File: src/hw/rtl/periodic_pair_distance_histogram_unit_assert.svh
`ifndef PERIODIC_PAIR_DISTANCE_HISTOGRAM_UNIT_ASSERT_SVH
`define PERIODIC_PAIR_DISTANCE_HISTOGRAM_UNIT_ASSERT_SVH

// Same-cycle implication, checked on clk with reset masked.
`define PPHD_ASSERT_IMP(label, ante, cons, msg) \
    label: assert property (@(posedge clk) disable iff (!rst_n) (ante) |-> (cons)) \
        else $error(msg);

// Next-cycle implication, checked on clk with reset masked.
`define PPHD_ASSERT_NXT(label, ante, cons, msg) \
    label: assert property (@(posedge clk) disable iff (!rst_n) (ante) |=> (cons)) \
        else $error(msg);

`endif

File: src/hw/rtl/pphd_pkg.sv
package pphd_pkg;

    localparam int COORD_BITS   = 16;
    localparam int BOX_BITS     = 16;
    localparam int BINS         = 256;
    localparam int MAX_PARTNERS = 4;

    localparam int AX_BITS    = ((COORD_BITS > BOX_BITS) ? COORD_BITS : BOX_BITS) + 1;
    localparam int DELTA_BITS = AX_BITS - 1;
    localparam int SQ_BITS    = 2 * DELTA_BITS;
    localparam int SUM_BITS   = SQ_BITS + 2;
    localparam int ROOT_BITS  = SUM_BITS / 2;
    localparam int BIN_BITS   = (BINS > 1) ? $clog2(BINS) : 1;
    localparam int PCNT_BITS  = $clog2(MAX_PARTNERS + 1);

    localparam int CUTOFF_BITS = 18;
    localparam int SCALE_BITS  = 24;
    localparam int BINUSE_BITS = 9;
    localparam int DIST_BITS   = 18;
    localparam int HIT_BITS    = 8;
    localparam int CNT_BITS    = 32;
    localparam int RBIN_BITS   = 8;
    localparam int SCALE_SHIFT = 16;
    localparam int SCALED_BITS = ROOT_BITS + SCALE_BITS;
    localparam int BIDX_BITS   = SCALED_BITS - SCALE_SHIFT;

    localparam int CFG_IDX_BITS  = 3;
    localparam int CFG_DATA_BITS = 24;
    localparam int QDEPTH        = 2;
    localparam int QPTR_BITS     = 1;

    localparam logic [CFG_IDX_BITS-1:0] CFG_BOX_X     = 3'd0;
    localparam logic [CFG_IDX_BITS-1:0] CFG_BOX_Y     = 3'd1;
    localparam logic [CFG_IDX_BITS-1:0] CFG_BOX_Z     = 3'd2;
    localparam logic [CFG_IDX_BITS-1:0] CFG_CUTOFF    = 3'd3;
    localparam logic [CFG_IDX_BITS-1:0] CFG_BIN_SCALE = 3'd4;
    localparam logic [CFG_IDX_BITS-1:0] CFG_BINS_USED = 3'd5;

    typedef enum logic [1:0] {
        CMD_PAIR  = 2'd0,
        CMD_READ  = 2'd1,
        CMD_CLEAR = 2'd2,
        CMD_NOP   = 2'd3
    } cmd_t;

    typedef struct packed {
        logic [BOX_BITS-1:0]    box_x;
        logic [BOX_BITS-1:0]    box_y;
        logic [BOX_BITS-1:0]    box_z;
        logic [CUTOFF_BITS-1:0] cutoff;
        logic [SCALE_BITS-1:0]  bin_scale;
        logic [BINUSE_BITS-1:0] bins_in_use;
    } pphd_cfg_t;

    typedef struct packed {
        cmd_t                  cmd;
        logic                  new_center;
        logic [DELTA_BITS-1:0] dx;
        logic [DELTA_BITS-1:0] dy;
        logic [DELTA_BITS-1:0] dz;
        logic [RBIN_BITS-1:0]  read_bin;
    } pphd_item_t;

    typedef struct packed {
        logic full;
        logic empty;
    } pphd_qstat_t;

    function automatic logic [DELTA_BITS-1:0] min_image(
        input logic [COORD_BITS-1:0] c,
        input logic [COORD_BITS-1:0] p,
        input logic [BOX_BITS-1:0]   box
    );
        logic [COORD_BITS-1:0] mag;
        logic [AX_BITS-1:0]    mag_e;
        logic [AX_BITS-1:0]    box_e;
        logic [AX_BITS-1:0]    res;
        mag   = (c >= p) ? (c - p) : (p - c);
        mag_e = AX_BITS'(mag);
        box_e = AX_BITS'(box);
        if ((box != '0) && ((mag_e << 1) >= box_e)) begin
            res = (mag_e >= box_e) ? (mag_e - box_e) : (box_e - mag_e);
        end
        else begin
            res = mag_e;
        end
        return res[DELTA_BITS-1:0];
    endfunction

endpackage

File: src/hw/rtl/pphd_front.sv
module pphd_front
    import pphd_pkg::*;
(
    input  logic                  in_valid,
    output logic                  in_stall,
    input  logic [1:0]            command,
    input  logic                  new_center,
    input  logic [15:0]           center_x,
    input  logic [15:0]           center_y,
    input  logic [15:0]           center_z,
    input  logic [15:0]           partner_x,
    input  logic [15:0]           partner_y,
    input  logic [15:0]           partner_z,
    input  logic [RBIN_BITS-1:0]  read_bin,
    input  pphd_cfg_t             cfg,
    input  pphd_qstat_t           qstat,
    output logic                  push,
    output pphd_item_t            item
);

    assign in_stall = qstat.full;
    assign push     = in_valid && !qstat.full;

    always_comb
    begin
        item.cmd        = cmd_t'(command);
        item.new_center = new_center;
        item.dx         = min_image(COORD_BITS'(center_x), COORD_BITS'(partner_x), cfg.box_x);
        item.dy         = min_image(COORD_BITS'(center_y), COORD_BITS'(partner_y), cfg.box_y);
        item.dz         = min_image(COORD_BITS'(center_z), COORD_BITS'(partner_z), cfg.box_z);
        item.read_bin   = read_bin;
    end

endmodule

File: config.mk
export PLATFORM = sky130hd
export DESIGN_NAME = pphd_front
export DESIGN_NICKNAME = d
export VERILOG_FILES = /design/src/hw/rtl/periodic_pair_distance_histogram_unit_assert.svh /design/src/hw/rtl/pphd_pkg.sv /design/src/hw/rtl/pphd_front.sv
export SDC_FILE = /design/constraint.sdc
export NUM_CORES = 1
export LEC_CHECK = 0
export BUFFER_PORTS_ARGS = -buffer_cell sky130_fd_sc_hd__buf_2
export CORE_MARGIN = 2
export CORE_UTILIZATION = 28
export DETAILED_ROUTE_END_ITERATION = 16
export PLACE_DENSITY = 0.5
export SLEW_MARGIN = 10
export SYNTH_ARGS = -nofsm -noshare
export SYNTH_HDL_FRONTEND = slang
export SYNTH_SLANG_ARGS = --single-unit
File: constraint.sdc
create_clock -name vclk -period 14.88
set_clock_uncertainty 0.05 [all_clocks]
set_input_delay 1.488 -clock vclk [all_inputs]
set_output_delay 1.488 -clock vclk [all_outputs]
set_load 0.01 [all_outputs]
## After elaboration in Yosys (flattened, before gate mapping)

Cells that the tools add are included.

| operators by class | value |
|---|---|
| $add $sub $neg | 12 |
| $lt $le $gt $ge | 9 |
| mux-type cells | 9 |
| reduce and logical (&&, ||, !) cells | 8 |

Operators with widths:

| operator | number |
|---|---|
| subtractor 16 bit | 12 |
| two-way mux 16 bit | 9 |
| greater-or-equal comparator 16 bit | 6 |
| greater-or-equal comparator 17 x 16 -> 1 bit | 3 |
| nonzero test 16 bit | 3 |
| logical AND 1 bit | 4 |
| zero test 1 bit | 1 |

| storage, ports and cells | value |
|---|---|
| flip-flop bits (word level) | 0 |
| output and inout bits | 61 |
| logic and storage cells | 38 |

## Longest topological paths before layout

| logic depth | value |
|---|---|
| depth in word-level cells | 5 |
| depth in mapped cells | 29 |

## Worst setup path after synthesis

No wires, ideal clock.

| timing | value |
|---|---|
| path kind | input-to-output |
| start point | input center_y[0] |
| end point | output item[36] in the netlist's numbering |
| arrival | 6.236 ns |
| data required time | 13.342 ns |
| slack | 7.106 ns |
| stages on the path | 29 |
| cells stage by stage | inv_1 -> ha_1 -> inv_1 -> fa_1 -> a21oi_2 -> o311ai_2 -> o2111a_2 -> or2_1 -> buf_6 -> buf_8 -> a21oi_1 -> and3b_1 -> o21ai_0 -> xnor2_1 -> inv_1 -> ha_1 -> clkbuf_1 -> nand2_1 -> nand3_1 -> o21ai_0 -> a21oi_1 -> buf_4 -> buf_4 -> buf_2 -> o211ai_1 -> o311ai_0 -> o311ai_0 -> xnor2_1 -> mux2i_1 |

RTL lines:

| element | line | RTL |
|---|---|---|
| start, declared | pphd_front.sv:9 | `input logic [15:0] center_y,` |
| end, declared | pphd_front.sv:18 | `output pphd_item_t item` |

==> results.yml <==
setup_path:
  cp-start-kind: "input port"
  crit_path_start: "center_z[0]"
  worstPathRequired_ns: 13.34
  arrival_ns: 8.01
  critPathKind: "input port to output pin"
  cp_slowest_cell: "nor3_2"
  cpPeakStageDelay_ns: 0.67
  crit_top_cell: "inv_1"
  cp-end-kind: "output pin"
  critPathMaxFanout: 13
global_route:
  grt_overflow_total: 0
  grt_max_degree: 30
  antenna_found_initial: 1
  grt_busiest_layer: "met2"
  use_met1_pct: 20.7
  grtUsageMet3_pct: 1.18
  grt_pass1_wl_um: 54200
  grt_pass1_vias: 11000
  met2_usage_pct: 28.0
  grt_use_total_pct: 15.5
clock_network:
  cts_hold_buf: 0
  cts_resized: 0
  post-cts-setup-buffers: 0
place:
  gp_congestion: 0.878
  placed_area_um2: 12300
  dp_hpwl_um: 29700
  dpl_worst_slack_ns: 5.37
  place.port_buffers: 196
  place_inst: 2200
detailed_routing:
  drcViolationCount: 0
  via_per_inst: 5.12
  drt_wl_total_um: 34000
  drt_iter0_drc: 516
  ant_nets: 0
  vias: 11300
  wl_per_cell_um: 15.4
  drt-pass1-iter-count: 5
yosys:
  synth.avg_cell_area_um2: 7.15
  ys_types: 92
  ys_top_cells_by_area: "ha_1 (26%), inv_1 (8.0%), a21oi_1 (7.0%)"
  yosysMostFrequentCell: "inv_1"
  yosys-top-cells-count: "inv_1 (237), ha_1 (231), a21oi_1 (156), o21ai_0 (81), nand2_1 (79)"
  synth_top_cell_area_share_pct: 26.0
  yosys_warnings: 0
  syn-cell-area_um2: 11100
  ys_seq_area_share_pct: 0
  syn_inst: 1554
  syn-num-nets: 2006
  yosys.area.top_type: "ha_1"
sta:
  hold_viol_final: 0
  finalSetupTns_ns: 0
  slew_viol_final: 0
  fmax_mhz: 105
  setup_viol: 0
  max_slew_margin_pct: 22.1
  rsz0062_at_grt: "false"
  finalWorstSetupSlack_ns: 5.34
  worstMarginPinSlew_ns: 1.16
  period_share_pct: 64.1
  hold_slack_ns: 2.93
  min_period_ns: 9.54
final_layout:
  antenna_cells: 0
  fin_nets: 2136
  clkbuf_count: 0
  final_cells: 2200
  fin_util_pct: 31.7
  regArea_um2: 0
  area_growth_pct: 11.0
  n_sequential_cell: 0
  drive_gt1_share_pct: 15.0
  multi_input_area_um2: 9780
  final_cell_area_um2: 12300
  n_fill_cell: 4366
die:
  dieWidth_um: 203
  initial_core_util_pct: 28.6
  row_count: 72
  die_area_um2: 41300
  die_height_um: 203
  ios: 270
  core_um2: 38900
power:
  p_total_mw: 1.37
  p_leak_nw: 6.46
  power.density_nw_per_um2: 111
  vdd_drop_max_v: 0.0000489
run:
  drv_cap: 0
hold_path:
  hp-class: "input port to output pin"
  hold_start: "read_bin[2]"
run_status:
  status: "complete, no violations"
report_power, final:
| part | total, mW | switching [mW] | internal (mW) |
|---|---|---|---|
| clock network | 0 | 0 | 0 |
| logic | 1.37 | 0.806 | 0.559 |
| registers | 0 | 0 | 0 |
cells in the final DEF (no fill, tap or decap), types with 22 or more instances in the layout:
cell type    n
a21o_1      60
a21oi_1    154
buf_2      196
ha_1       231
inv_1      237
mux2_2      22
mux2i_1     73
nand2_1     79
nand3_1     38
nand4_1     25
nor2_1      66
nor2b_1     23
o21a_1      24
o21ai_0     81
xnor2_1     50
xor2_1      28
per-layer routing:
layer  vias up  share of wire (%)
met1      5206                 47
li1       5791                  -
met4         0               0.86
met2       255                 48
met5         -                  0
met3        18                4.2
kinds of logic (layout without fill, tap and decap cells):
| kind of cell | after synthesis | in the layout | synth area share, % |
|---|---|---|---|
| buf+inv | 310 | 438 | 12.1 |
| compound gates | 498 | 498 | 29.7 |
| fa+ha+maj | 243 | 243 | 28.2 |
| xor+xnor | 78 | 78 | 6.14 |
| mux | 96 | 96 | 8.90 |
| simple gates | 329 | 329 | 15.1 |
path summary, 6_finish.rpt:
kind	slack (ns)	cells after the start	endpoint
setup / recovery	5.34	25	item[23]
hold / removal	2.93	0	item[2]
final cells by class:
class / count / share of cell area [%]
timing repair buffer: 201 / 8.25
inverter: 237 / 7.21
tap: 518 / 5.25
multi-input combinational: 1244 / 79.3
worst max-delay path, delay by kind of cell:
kind,cells,cell delay [ns]
AOI/OAI and AO/OA,8,2.31
and+or+nand+nor,4,1.61
buffers and inverters,7,1.21
adders and majority gates,3,0.78
xor gates and xnor gates,1,0.38
muxes,2,0.23
Power figures use the tool's default switching activity.
