**config.mk**
```make
export PLATFORM = sky130hd
export DESIGN_NAME = pphd_queue
export DESIGN_NICKNAME = d
export VERILOG_FILES = /design/src/hw/rtl/periodic_pair_distance_histogram_unit_assert.svh /design/src/hw/rtl/pphd_pkg.sv /design/src/hw/rtl/pphd_queue.sv
export SDC_FILE = /design/constraint.sdc
export NUM_CORES = 1
export LEC_CHECK = 0
export BUFFER_PORTS_ARGS = -buffer_cell sky130_fd_sc_hd__buf_4
export CORE_ASPECT_RATIO = 1.5
export CORE_MARGIN = 8
export CORE_UTILIZATION = 47
export CTS_CLUSTER_SIZE = 20
export DETAILED_ROUTE_END_ITERATION = 10
export PLACE_DENSITY_LB_ADDON = 0.12
export SLEW_MARGIN = 20
export SYNTH_ARGS = -nofsm -noshare
export SYNTH_HDL_FRONTEND = slang
export SYNTH_SLANG_ARGS = --single-unit
```
**constraint.sdc**
```tcl
create_clock -name clk -period 3.7 [get_ports clk]
set_input_delay 0.37 -clock clk [delete_from_list [all_inputs] [get_ports clk]]
set_output_delay 0.37 -clock clk [all_outputs]
set_load 0.02 [all_outputs]
```
**src/hw/rtl/periodic_pair_distance_histogram_unit_assert.svh**
```systemverilog
`ifndef PERIODIC_PAIR_DISTANCE_HISTOGRAM_UNIT_ASSERT_SVH
`define PERIODIC_PAIR_DISTANCE_HISTOGRAM_UNIT_ASSERT_SVH

// Same-cycle implication, checked on clk with reset masked.
`define PPHD_ASSERT_IMP(label, ante, cons, msg) \
    label: assert property (@(posedge clk) disable iff (!rst_n) (ante) |-> (cons)) \
        else $error(msg);

// Next-cycle implication, checked on clk with reset masked.
`define PPHD_ASSERT_NXT(label, ante, cons, msg) \
    label: assert property (@(posedge clk) disable iff (!rst_n) (ante) |=> (cons)) \
        else $error(msg);

`endif

```
**src/hw/rtl/pphd_pkg.sv**
```systemverilog
package pphd_pkg;

    localparam int COORD_BITS   = 16;
    localparam int BOX_BITS     = 16;
    localparam int BINS         = 256;
    localparam int MAX_PARTNERS = 4;

    localparam int AX_BITS    = ((COORD_BITS > BOX_BITS) ? COORD_BITS : BOX_BITS) + 1;
    localparam int DELTA_BITS = AX_BITS - 1;
    localparam int SQ_BITS    = 2 * DELTA_BITS;
    localparam int SUM_BITS   = SQ_BITS + 2;
    localparam int ROOT_BITS  = SUM_BITS / 2;
    localparam int BIN_BITS   = (BINS > 1) ? $clog2(BINS) : 1;
    localparam int PCNT_BITS  = $clog2(MAX_PARTNERS + 1);

    localparam int CUTOFF_BITS = 18;
    localparam int SCALE_BITS  = 24;
    localparam int BINUSE_BITS = 9;
    localparam int DIST_BITS   = 18;
    localparam int HIT_BITS    = 8;
    localparam int CNT_BITS    = 32;
    localparam int RBIN_BITS   = 8;
    localparam int SCALE_SHIFT = 16;
    localparam int SCALED_BITS = ROOT_BITS + SCALE_BITS;
    localparam int BIDX_BITS   = SCALED_BITS - SCALE_SHIFT;

    localparam int CFG_IDX_BITS  = 3;
    localparam int CFG_DATA_BITS = 24;
    localparam int QDEPTH        = 2;
    localparam int QPTR_BITS     = 1;

    localparam logic [CFG_IDX_BITS-1:0] CFG_BOX_X     = 3'd0;
    localparam logic [CFG_IDX_BITS-1:0] CFG_BOX_Y     = 3'd1;
    localparam logic [CFG_IDX_BITS-1:0] CFG_BOX_Z     = 3'd2;
    localparam logic [CFG_IDX_BITS-1:0] CFG_CUTOFF    = 3'd3;
    localparam logic [CFG_IDX_BITS-1:0] CFG_BIN_SCALE = 3'd4;
    localparam logic [CFG_IDX_BITS-1:0] CFG_BINS_USED = 3'd5;

    typedef enum logic [1:0] {
        CMD_PAIR  = 2'd0,
        CMD_READ  = 2'd1,
        CMD_CLEAR = 2'd2,
        CMD_NOP   = 2'd3
    } cmd_t;

    typedef struct packed {
        logic [BOX_BITS-1:0]    box_x;
        logic [BOX_BITS-1:0]    box_y;
        logic [BOX_BITS-1:0]    box_z;
        logic [CUTOFF_BITS-1:0] cutoff;
        logic [SCALE_BITS-1:0]  bin_scale;
        logic [BINUSE_BITS-1:0] bins_in_use;
    } pphd_cfg_t;

    typedef struct packed {
        cmd_t                  cmd;
        logic                  new_center;
        logic [DELTA_BITS-1:0] dx;
        logic [DELTA_BITS-1:0] dy;
        logic [DELTA_BITS-1:0] dz;
        logic [RBIN_BITS-1:0]  read_bin;
    } pphd_item_t;

    typedef struct packed {
        logic full;
        logic empty;
    } pphd_qstat_t;

    function automatic logic [DELTA_BITS-1:0] min_image(
        input logic [COORD_BITS-1:0] c,
        input logic [COORD_BITS-1:0] p,
        input logic [BOX_BITS-1:0]   box
    );
        logic [COORD_BITS-1:0] mag;
        logic [AX_BITS-1:0]    mag_e;
        logic [AX_BITS-1:0]    box_e;
        logic [AX_BITS-1:0]    res;
        mag   = (c >= p) ? (c - p) : (p - c);
        mag_e = AX_BITS'(mag);
        box_e = AX_BITS'(box);
        if ((box != '0) && ((mag_e << 1) >= box_e)) begin
            res = (mag_e >= box_e) ? (mag_e - box_e) : (box_e - mag_e);
        end
        else begin
            res = mag_e;
        end
        return res[DELTA_BITS-1:0];
    endfunction

endpackage

```
**src/hw/rtl/pphd_queue.sv**
```systemverilog
module pphd_queue
    import pphd_pkg::*;
(
    input  logic        clk,
    input  logic        rst_n,
    input  logic        push,
    input  pphd_item_t  push_item,
    input  logic        pop,
    output pphd_item_t  head,
    output pphd_qstat_t qstat
);

    pphd_item_t             entry_reg [QDEPTH];
    logic [QPTR_BITS-1:0]   wr_ptr_reg;
    logic [QPTR_BITS-1:0]   rd_ptr_reg;
    logic [QPTR_BITS:0]     count_reg;

    assign head        = entry_reg[rd_ptr_reg];
    assign qstat.full  = (count_reg == (QPTR_BITS + 1)'(QDEPTH));
    assign qstat.empty = (count_reg == '0);

    always_ff @(posedge clk or negedge rst_n)
    begin
        if (!rst_n)
        begin
            wr_ptr_reg <= '0;
            rd_ptr_reg <= '0;
            count_reg  <= '0;
        end
        else
        begin
            if (push)
            begin
                wr_ptr_reg <= wr_ptr_reg + 1'b1;
            end
            if (pop)
            begin
                rd_ptr_reg <= rd_ptr_reg + 1'b1;
            end
            if (push && !pop)
            begin
                count_reg <= count_reg + 1'b1;
            end
            else if (pop && !push)
            begin
                count_reg <= count_reg - 1'b1;
            end
        end
    end

    always_ff @(posedge clk)
    begin
        if (push)
        begin
            entry_reg[wr_ptr_reg] <= push_item;
        end
    end

endmodule

```
Word-level counts from Yosys, hierarchy flattened:

Memories as Yosys holds them, arrays and structs flattened.
Index checks and enable logic that the tools add are counted.

* memories: 1
* flip-flop bits (word level): 4
* memory bits (read-only): 0
* bits in writable memories: 118
* bits in latches: 0

* add/sub/neg operators: 4
* multiplexer cells: 4
* divide/modulo/power cells: 0
* $mul: 0
* reductions and logical operators: 6
* bitwise operators: 0
* $lt $le $gt $ge: 0
* shift operators: 0
* eq/ne operators: 1

Memories
* entry_reg: words 2, width 59, rd ports 1, clocked after Yosys merged registers in 0, wr ports 1, line pphd_queue.sv:13 `pphd_item_t entry_reg [QDEPTH];`

Operators with widths (count)
* two-way mux 2 bit: 2
* adder 1 bit, second input constant: 2
* adder 2 x 1 -> 2 bit, second input constant: 1
* == test 2 bit, second input constant: 1
* logical AND 1 bit: 2
* zero test 1 bit: 2
* zero test 2 bit: 1
* two-way mux 1 bit: 2
* nonzero test 2 bit: 1
* subtractor 2 x 1 -> 2 bit, second input constant: 1

Longest topological paths before layout:

Gate-level depths: netlist of run 1.

* word-level depth: 4
* depth in mapped cells: 5

Worst setup path after synthesis of run 1:

No wires, ideal clock.

* path type: register to register
* start point: reg wr_ptr_reg
* end point: mem entry_reg[0][0] in the netlist's numbering, enable pin
* setup time: 483 ps
* path buffers: 0
* setup slack: 189 ps
* clock period less this slack: 3511 ps
* data arrival time: 3028 ps
* stages on the path, launching flop included: 2
* path through: dfrtp_1 nor2b_1

RTL lines
* from (decl): line pphd_queue.sv:14 `logic [QPTR_BITS-1:0] wr_ptr_reg;`
* from (signal assigned): line pphd_queue.sv:34 `wr_ptr_reg <= wr_ptr_reg + 1'b1;`
* to (decl): line pphd_queue.sv:13

No word-level cell before the write port.

==> results of run 1 <==
==> metal layers <==
layer / up-vias / global-route usage / share of wire
met5: - / 0 / 0
met4: 0 / 0.0734 / 0.024
met3: 16 / 0.0573 / 0.083
met2: 86 / 0.225 / 0.54
met1: 1121 / 0.129 / 0.36
li1: 1072 / - / -
==> timing repair <==
action                    4_1_cts  5_1_grt
hold endpoints to repair        4        0
buffers inserted                0        0
hold buffers                    1        0
==> final cells by class <==
type                    instances  area [µm²]
clock buffers                  17         425
clock inverters                15         224
fillers                       724        3550
inverters                       1        3.75
multi-input cells              70         977
flip-flops and latches        122        3650
well taps                     117         146
repair buffers                129         991
==> power by group through the flow <==
stage	sequential (mW)	clock, mW	combinational (mW)
final	1.99	1.77	1.76
after global routing	2.03	1.85	1.87
after CTS	2.10	1.80	1.68
after detailed placement	2.13	0	1.68
after global placement	2.12	0	1.67
after floorplan	1.94	0	1.34
==> final timing paths <==
path	start	to	slack, ps	cells after the start
worst max-delay path	rd_ptr_reg$_DFFE_PN0P_	head[50]	1340	3
worst min register to register	count_reg[1]$_DFFE_PN0P_	count_reg[1]$_DFFE_PN0P_	500	1
max in group asynchronous	rst_n	rd_ptr_reg$_DFFE_PN0P_	3280	2
min in group asynchronous	rst_n	count_reg[0]$_DFFE_PN0P_	300	2
worst max register to register	wr_ptr_reg$_DFFE_PN0P_	entry_reg[1][20]$_DFFE_PP_	2360	2
worst min-delay path	pop	rd_ptr_reg$_DFFE_PN0P_	150	2
==> worst max-delay path, stage by stage, from the launching register on <==
cell and delay, ps:
dfrtp_4 740, buf_16 330, mux2_4 340, buf_4 160
==> cells in the final DEF (no fill, tap or decap), drive strengths merged, types with 2 or more instances in the layout <==
| cell | instances |
|---|---|
| buf | 128 |
| edfxtp | 118 |
| mux2 | 59 |
| bufinv | 5 |
| clkbuf | 17 |
| nor2 | 2 |
| clkinvlp | 2 |
| clkinv | 7 |
| xor2 | 4 |
| dfrtp | 4 |
| nor2b | 2 |
| inv | 2 |
==> per-stage QoR <==
step,power (mW),instances,hold WS [ps],cell area [µm²]
after global routing,5.74,471,133,6410
after CTS,5.59,470,128,6390
after floorplan,3.28,200,74.4,4750
after global placement,3.79,437,171,5730
after detailed placement,3.81,437,173,5730
final,5.52,471,148,6410
==> logic make-up after synthesis <==
| kind of cell | after synthesis |
|---|---|
| xor+xnor | 5 |
| fa+ha+maj | 1 |
| buf+inv | 8 |
| flops | 122 |
| mux | 59 |
| simple gates | 5 |
==> summary.txt, run 1 <==
Synth
  • Mapped Cells: 200
  • Most common cell in the netlist: edfxtp_1
  • XOR/XNOR share of the synthesized area: 0.00923
  • Synth area leaders: edfxtp_1, mux2_4, buf_12
  • Largest family of logic cells by synthesized area: multiplexers
  • Dominant synthesized flop cell: edfxtp_1
  • Area share of fa/ha/maj cells after synthesis: 0.00264
  • Post-Syn Nets: roughly 260
  • Synth cell count leaders: edfxtp_1, mux2_4, buf_12
  • Register area share after synthesis: 0.768
  • Synth Area in Simple Gates: 0.00554
  • Async set-or-reset flop fraction in the synthesized netlist: 0.0328
  • EDFF count, synth: 118
  • #FFs+latches synth: about 120
  • Synthesized cell area: 4750 µm²
  • Largest area contributor in the netlist: edfxtp_1
  • Post-synthesis compound-gate area fraction: 0
  • Distinct cell type count after synthesis: 12
  • Mux share of post-synthesis cell area: 0.187
  • Syn Area/Cell: 23.7 µm²
  • Synth top area share: 0.746
  • Synthesis Warnings: 0

Floorplanning
  • Die X: 98.1 µm
  • Die area: 13600 µm²
  • I/O pin cnt: about 120
  • Die height: around 140 µm
  • Row count: 45
  • Core Region: ~10000 µm²
  • Initial Utilization: 0.476

Timing
  • Final min period: around 2400 ps
  • Final hold vios: 0
  • Fmax: around 420 MHz
  • RSZ-0062 raised after global routing: no
  • Setup_tns: 0 ps
  • Final Max Tran Viols: 0
  • PnR worst setup slack: 1340 ps
  • Worst-margin pin slew: about 490 ps
  • Setup violations, final: 0
  • Slew margin rel.: 0.676
  • Fin Clk Skew: roughly 3.0 ps
  • Final period util: 0.637

Finish
  • Area Growth Syn to Fin: 35.1%
  • Layout cell share with drive strength beyond 1: 0.627
  • Max reg flops: approximately 120
  • Fin nets: a little over 400
  • Fin util: 0.644
  • ANT cells: 0

GRT
  • Largest net degree at the start of global routing: around 60
  • Gr ovfl total: 0
  • GRT Total Usage: 0.131
  • First-pass GRT wire length: 13.4 mm
  • Vias in the first global route: approximately 2600
  • Initial antenna violation count: 0

Power and ir drop
  • Clock power share: 0.320
  • Net switching power: between 1.5 and 2 mW
  • Sequential share of power: 0.360
  • Leak: between 2 and 3 nW
  • VDD IR-drop max: roughly 0.41 mV
  • Power per cell area: ~860 nW/µm²
  • Sw frac: 0.286
  • P_int: ~4 mW
  • Logic gate share of total power: 0.319

Status
  • Status: completed

Critical path
  • WS Path Type: reg -> out
  • CP Max Fanout: 37
  • Required time of the worst setup path: roughly 3300 ps
  • Startpoint Class: flop
  • Crit. End Element: output port
  • WP data arrival: between 1500 and 2000 ps

Drt
  • Pre-Repair DR Iteration Count: 4
  • Via density: 4.87
  • DR iter-0 viols: between 70 and 80
  • Vias: between 2000 and 2500
  • Final ANT Viol Nets: 0
  • Routed wire length: between 8 and 9 mm
  • DRC: 0
  • WL per Instance: 18.3 µm

Clock network
  • CTS tree: built
  • Clk buf depth: 2
  • CTS buffer count: 17
  • Reg clk slew, reported paths: 60 ps
  • Worst skew pair latency: approximately 400 ps
  • Sink Count: approximately 120
  • H-tree levels: 4
  • Number of gates resized after cts: 0
  • Clock Tree Root: clkbuf_16

Place
  • IO buf count: 123
  • Post-DP HPWL: about 6 mm
  • Gpl congestion: ~0.71
  • DP Worst Slack: 1590 ps

Run
  • Max_cap viols: 0

Min path
  • Hold crit path type: in -> reg
Power figures use the tool's default switching activity.
==> run 2: changes to the inputs <==
--- a/config.mk
+++ b/config.mk
@@ -5,10 +5,11 @@
 export SDC_FILE = /design/constraint.sdc
 export NUM_CORES = 1
 export LEC_CHECK = 0
+export ABC_AREA = 1
 export BUFFER_PORTS_ARGS = -buffer_cell sky130_fd_sc_hd__buf_4
 export CORE_ASPECT_RATIO = 1.5
 export CORE_MARGIN = 8
-export CORE_UTILIZATION = 47
+export CORE_UTILIZATION = 52
 export CTS_CLUSTER_SIZE = 20
 export DETAILED_ROUTE_END_ITERATION = 10
 export PLACE_DENSITY_LB_ADDON = 0.12
==> constraint.sdc (replaced) <==
create_clock -name clk -period 2.35 [get_ports clk]
set_input_delay 0.235 -clock clk [delete_from_list [all_inputs] [get_ports clk]]
set_output_delay 0.235 -clock clk [all_outputs]
set_load 0.02 [all_outputs]
==> summary.txt, run 2 <==
Status
  • Status: completed

Floorplanning
  • Row count: between 40 and 50
  • Initial Utilization: 0.524
  • I/O pin cnt: 124
  • Die area: ~13000 µm²
  • Core Region: just over 9000 µm²
  • Die X: between 90 and 100 µm
  • Die height: 133 µm

Timing
  • Slew margin rel.: 0.633
  • Fin Clk Skew: 5.18 ps
  • Setup violations, final: 0
  • Final min period: 2240 ps
  • Final hold vios: 0
  • Worst-margin pin slew: 551 ps
  • RSZ-0062 raised after global routing: no
  • Fmax: about 450 MHz
  • Hold slack: ~22 ps
  • Final Max Tran Viols: 0
  • Setup_tns: 0 ps
  • Final period util: 0.953

Critical path
  • Startpoint Class: flop
  • Reg2reg setup slack: between 1000 and 1500 ps
  • WP data arrival: approximately 2000 ps
  • Crit. End Element: output port
  • Reg2Reg Capture Point: entry_reg[0][14]$_DFFE_PP_
  • R2r worst-path depth: 2
  • WS Path Type: reg -> out
  • CP Max Fanout: 28
  • CP Launch Point: rd_ptr_reg$_DFFE_PN0P_
  • Reg2reg start: wr_ptr_reg$_DFFE_PN0P_
  • Required time of the worst setup path: 2120 ps

Place
  • Gpl congestion: around 0.75
  • Post-DP HPWL: between 5 and 6 mm
  • Placed cell area: 5770 µm²
  • IO buf count: around 120

Synth
  • Mapped Cells: approximately 210
  • Most common cell in the netlist: edfxtp_1
  • Synthesis Warnings: 0
  • Async set-or-reset flop fraction in the synthesized netlist: 0.0328
  • #FFs+latches synth: 122
  • Synth top area share: 0.743
  • Syn Area/Cell: 22.8 µm²
  • Synth area leaders: edfxtp_1, mux2_4, buf_12
  • Largest area contributor in the netlist: edfxtp_1
  • EDFF count, synth: approximately 120
  • Synth cell count leaders: edfxtp_1, mux2_4, inv_1
  • Register area share after synthesis: 0.764
  • Post-Syn Nets: between 200 and 300
  • Dominant synthesized flop cell: edfxtp_1
  • Distinct cell type count after synthesis: 13
  • Synthesized cell area: 4770 µm²

Drt
  • Pre-Repair DR Iteration Count: 4
  • DRC: 0
  • Final ANT Viol Nets: 0
  • DR iter-0 viols: roughly 140
  • Via density: 4.86
  • WL per Instance: about 18 µm
  • Routed wire length: roughly 8.4 mm
  • Vias: around 2300

GRT
  • First-pass GRT wire length: roughly 13 mm
  • GRT Total Usage: 0.138
  • Vias in the first global route: 2588
  • Largest net degree at the start of global routing: 33
  • Gr ovfl total: 0
  • Initial antenna violation count: 0

Clock network
  • CTS buffer count: 17
  • CTS hold repair buffers: 2
  • Worst skew pair latency: about 390 ps
  • Clk buf depth: 2
  • Setup bufs post-CTS: 0
  • Sink Count: about 120
  • H-tree levels: 4
  • Clock Tree Root: clkbuf_16
  • Reg clk slew, reported paths: approximately 50 ps
  • Number of gates resized after cts: 0
  • CTS tree: built

Finish
  • Layout cell share with drive strength beyond 1: 0.592
  • Max reg flops: around 120
  • Commonest non-fill, non-tap cell in the layout: buf_4
  • # fillers: between 600 and 700
  • Most frequent cells in the layout: buf_4, edfxtp_1, mux2_4
  • Fin nets: 416
  • ANT cells: 0
  • Post-route cell area: approximately 6300 µm²
  • Area Growth Syn to Fin: 32.8%

Power and ir drop
  • Leak: ~2.6 nW
  • Power per cell area: roughly 1300 nW/µm²
  • VDD IR-drop max: 0.897 mV

Min path
  • Worst Hold Depth: 1
  • Hold crit path type: in -> reg
  • Worst hold endpoint: entry_reg[0][32]$_DFFE_PP_
  • Hold Path Origin: push_item[32]

Run
  • Max_cap viols: 0
-- run 2: critical path, cell delays in order, from the launching register on --
cell and delay, ps:
dfrtp_4 780, buf_4 330, mux2_4 330, buf_4 160
-- run 2: metrics by stage --
step / cells / setup WS (ps) / total power, mW / utilization
detailed placement: 443 / 509 / 6.00 / 0.634
global placement: 443 / 547 / 5.96 / 0.634
CTS: 477 / 69.4 / 8.36 / 0.696
global route: 477 / 29.0 / 8.60 / 0.696
floorplan: 209 / 320 / 5.16 / -
finish: 477 / 111 / 8.25 / 0.696
-- run 2: worst max path at each step --
| stage | end | cells after the start | slack (ps) |
|---|---|---|---|
| after floorplan | entry_reg[1][0]$_DFFE_PP_ | 2 | 320 |
| after global placement | head[22] | 3 | 550 |
| after detailed placement | head[37] | 3 | 510 |
| after CTS | head[37] | 3 | 70 |
| after global routing | head[37] | 3 | 30 |
| final | head[37] | 3 | 110 |
-- run 2: area by class of cell --
cell class	instances	area (µm²)	area share
Multi-Input combinational cell	73	973	0.154
Clock buffer	19	433	0.0684
Tap cell	112	140	0.0221
Sequential cell	122	3650	0.576
Timing Repair Buffer	131	1000	0.158
Inverter	7	26.3	0.00415
Clock inverter	13	109	0.0172
-- run 2: cell families (layout without fill, tap and decap cells) --
kind of cell,Yosys count,after routing,share of synthesized area
DFF,122,122,0.764
buffers and inverters,14,170,0.0331
xor gates and xnor gates,3,3,0.00551
adders and majority gates,1,1,0.00262
and+or+nand+nor,10,10,0.00866
muxes,59,59,0.186
-- run 2: where the power goes --
group / switching [mW] / internal (mW)
clock: 0.818 / 1.52
sequential: 0.255 / 2.90
combinational: 1.33 / 1.42
total: 2.40 / 5.85
-- run 2: layer usage --
metal,part of all wire,up-vias,global-route usage,wire length (µm)
met2,0.54,82,0.233,4520
met1,0.36,1133,0.135,3020
met4,0.019,0,0.0593,162
met3,0.085,13,0.0726,717
met5,0,-,0,0
li1,-,1092,-,-
